`src/design/bfca_pkg.sv`:
```
// Shared types, widths and codes for the best-fit coalescing allocator.
`default_nettype none
package bfca_pkg;

  localparam int CHUNK_BYTES_DEF       = 2048;
  localparam int HEADER_BYTES_DEF      = 16;
  localparam int MAX_FREE_ENTRIES_DEF  = 32;
  localparam int MAX_ALLOC_ENTRIES_DEF = 64;
  localparam int MAX_CHUNKS_DEF        = 16;

  localparam int ADDR_W  = 15;
  localparam int SIZE_W  = 15;
  localparam int ASIZE_W = 12;
  localparam int REQ_W   = 16;
  localparam int ST_W    = 3;
  localparam int LIM_W   = 5;

  localparam logic [ST_W-1:0] ST_OK      = 3'd0;
  localparam logic [ST_W-1:0] ST_ZERO    = 3'd1;
  localparam logic [ST_W-1:0] ST_LARGE   = 3'd2;
  localparam logic [ST_W-1:0] ST_OOM     = 3'd3;
  localparam logic [ST_W-1:0] ST_UNKNOWN = 3'd4;
  localparam logic [ST_W-1:0] ST_FULL    = 3'd5;

  localparam logic OP_ALLOC = 1'b0;
  localparam logic OP_FREE  = 1'b1;

  localparam logic [1:0] REG_CHUNK_LIMIT = 2'd0;

  typedef struct packed {
    logic [ADDR_W-1:0] start;
    logic [SIZE_W-1:0] size;
  } entry_t;

  typedef struct packed {
    logic   wr;
    logic   shl;
    logic   shr;
    entry_t data;
  } cell_cmd_t;

endpackage
`default_nettype wire

```
`src/design/bfca_cell.sv`:
```
// One free-list cell: holds one entry and takes a neighbor's entry on a shift.
`default_nettype none
module bfca_cell (
  input  wire logic               clk,
  input  wire bfca_pkg::cell_cmd_t cmd,
  input  wire bfca_pkg::entry_t   left,
  input  wire bfca_pkg::entry_t   right,
  output bfca_pkg::entry_t        q
);

  always_ff @(posedge clk) begin
    if (cmd.wr) begin
      q <= cmd.data;
    end else if (cmd.shl) begin
      q <= right;
    end else if (cmd.shr) begin
      q <= left;
    end
  end

endmodule
`default_nettype wire

```
`config.mk`:
```
export PLATFORM = sky130hd
export DESIGN_NAME = bfca_cell
export DESIGN_NICKNAME = d
export VERILOG_FILES = /design/src/design/bfca_pkg.sv /design/src/design/bfca_cell.sv
export SDC_FILE = /design/constraint.sdc
export NUM_CORES = 1
export LEC_CHECK = 0
export ABC_AREA = 1
export BUFFER_PORTS_ARGS = -buffer_cell sky130_fd_sc_hd__buf_2
export CAP_MARGIN = 10
export CORE_MARGIN = 8
export CORE_UTILIZATION = 41
export CTS_BUF_LIST = sky130_fd_sc_hd__clkbuf_16
export DETAILED_ROUTE_END_ITERATION = 12
export HOLD_SLACK_MARGIN = 0.02
export PLACE_DENSITY = 0.8
export SYNTH_ARGS = -nofsm -noshare
export SYNTH_HDL_FRONTEND = slang
export SYNTH_SLANG_ARGS = --single-unit
export TNS_END_PERCENT = 5
```
`constraint.sdc`:
```
create_clock -name clk -period 1.8 [get_ports clk]
set_input_delay 0.27 -clock clk [delete_from_list [all_inputs] [get_ports clk]]
set_output_delay 0.27 -clock clk [all_outputs]
set_load 0.1 [all_outputs]
```
==> metrics.txt <==
status=completed; Die H=about 82 um; post-synthesis cell type count=9; Setup CP Type=reg -> out; Synth warnings=0; max-cap viol count=0; syn avg cell area=around 7.0 um2; met2 GRT Util=around 29%; CP arrival=1.03 ns; Fmax=~770 MHz; # IOs=124; slowest CP cell=buf_2; Die Wd=approximately 82 um; DR vias/cell=4.54; Combinational Power Share=36.9%; num rows=24; net load switching power=1.05 mW; M3 GR Usage=6.60%; CTS sink cnt=30; Slew @ Worst Pin=0.507 ns; startpoint types=register; Mapped Nets=350; top cell type by total area after synthesis=edfxtp_1; Top delay family on crit path=buffers and inverters; sequential share of power=34.1%; Filler cells=407; CP Max Fanout=1; Leak=1.62 nW; Max Root-Sink Buffers=2; fin util=between 60% and 70%; Overall Global Routing Usage=16.0%; PwrDens=996 mW/mm2; clock share of power=29.0%; Detailed Place HPWL=4.35 mm; design area=roughly 0.0026 mm2; Post-layout nets=474; # diodes=0; initial core utilization=between 40% and 50%; Seq cells post-synth=30; largest net degree at the start of global routing=31; final wirelength=5.55 mm; max reg flops=30; CTS tree=built; max incr delay on CP=0.43 ns; Req. time, crit path=1.53 ns; total congestion overflow=0; Post-CTS Setup Bufs=0; Buf/Inv on CP=1; DR vias=roughly 2000; Gate Count Post-Synth=256; Seq/Total Area, Yosys=50.1%; Final Hold Vio Count=0; Area Overhead vs Synth=44.6%; Largest regs=q (30); final setup fails=0; CTS H-Tree Depth=2; Net Sw Frac=between 40% and 50%; P_int=1.54 mW; PostCTS Resize Cnt=0; layout cell share with drive strength beyond 1=35.5%; CTS Hold Bufs=0; Rel. slew slack=between 60% and 70%; most used routing layer=met2; unrepaired setup endpoints after global routing=no; Final min period=1.30 ns; # DRC=0; Cell Area, Synth=between 0.0015 and 0.002 mm2; initial drt markers=76; share of the synthesized area in the top cell type=50.1%; final period utilization=72.4%; DR pass1 iterations=4; Routed Antenna Nets=0; core area=roughly 0.0043 mm2; synth top area cells=edfxtp_1 50%, nand2_1 25%, inv_1 13%; routability cong.=0.794; Worst Setup End Kind=output port; final max-slew violation count=0; initial antenna violation count=0; GR Util met1=16.5%; hold crit path type=in -> reg; Setup Total Neg Slack=0 ns; via count of the first global-routing pass=between 1500 and 2000; die area=0.00676 mm2; WHS=roughly 0.27 ns; Top reg by flops=q; placed inst area=roughly 0.0025 mm2; crit path cell chain=buf_2; first-pass GRT wire length=8.31 mm; Avg WL per Cell=12.9 um; Num CTS Buffers=5; Root Driver=clkbuf_16; worst IR drop on VDD=~0.39 mV; clock slew at reported path FFs=0.05 ns; count of input and output buffers=123
## cell usage in the layout (no fill, tap or decap), drive strengths merged
master,netlist,routed
buf,10,129
clkbuf,2,5
edfxtp,30,30
inv,62,64
nand2,121,121
nand3,30,30
nor2,1,1
## synthesized netlist by cell type
cell type and instances:
buf_1 1, buf_2 9, clkbuf_1 2, edfxtp_1 30, inv_1 61, inv_2 1
nand2_1 121, nand3_1 30, nor2_1 1
## layer usage
metal	part of all wire [%]	wire, um
met3	10	580
met5	0	0
met4	1.8	99
met2	51	2830
met1	37	2040
## cell type report
| cell class | count | area, um2 | area share (%) |
|---|---|---|---|
| Timing Repair Buffer | 129 | 661 | 25.4 |
| Tap cell | 52 | 65.1 | 2.50 |
| Clock buffer | 5 | 125 | 4.81 |
| Sequential cell | 30 | 901 | 34.6 |
| Inverter | 62 | 233 | 8.95 |
| Multi-Input combinational cell | 152 | 608 | 23.4 |
| Clock inverter | 2 | 7.51 | 0.289 |
## final timing paths
path                  startpoint    end  slack (ns)  cells after the start
worst max-delay path       q[20]  q[20]        0.50                      1
worst min-delay path      cmd[4]   q[4]        0.27                      3
## power by group through the flow
stage / logic, mW / clock network (mW) / registers (mW)
detailed placement: 0.958 / 0 / 0.896
CTS: 0.961 / 0.770 / 0.884
floorplan: 0.150 / 0 / 1.49
global route: 1.00 / 0.797 / 0.890
global placement: 0.949 / 0 / 0.891
finish: 0.956 / 0.752 / 0.882
## cells by family after synthesis
logic type             Yosys count  share of synthesized area [%]
buffers and inverters           74                           16.1
flip-flops                      30                           50.1
AND/OR/NAND/NOR                152                           33.8
## stage by stage
stage,power (mW),instances,setup WS [ns]
CTS,2.61,432,0.475
floorplan,1.64,256,0.267
global placement,1.84,425,0.474
detailed placement,1.85,425,0.414
global route,2.69,432,0.458
finish,2.59,432,0.497
(Power assumes the default switching activity.)
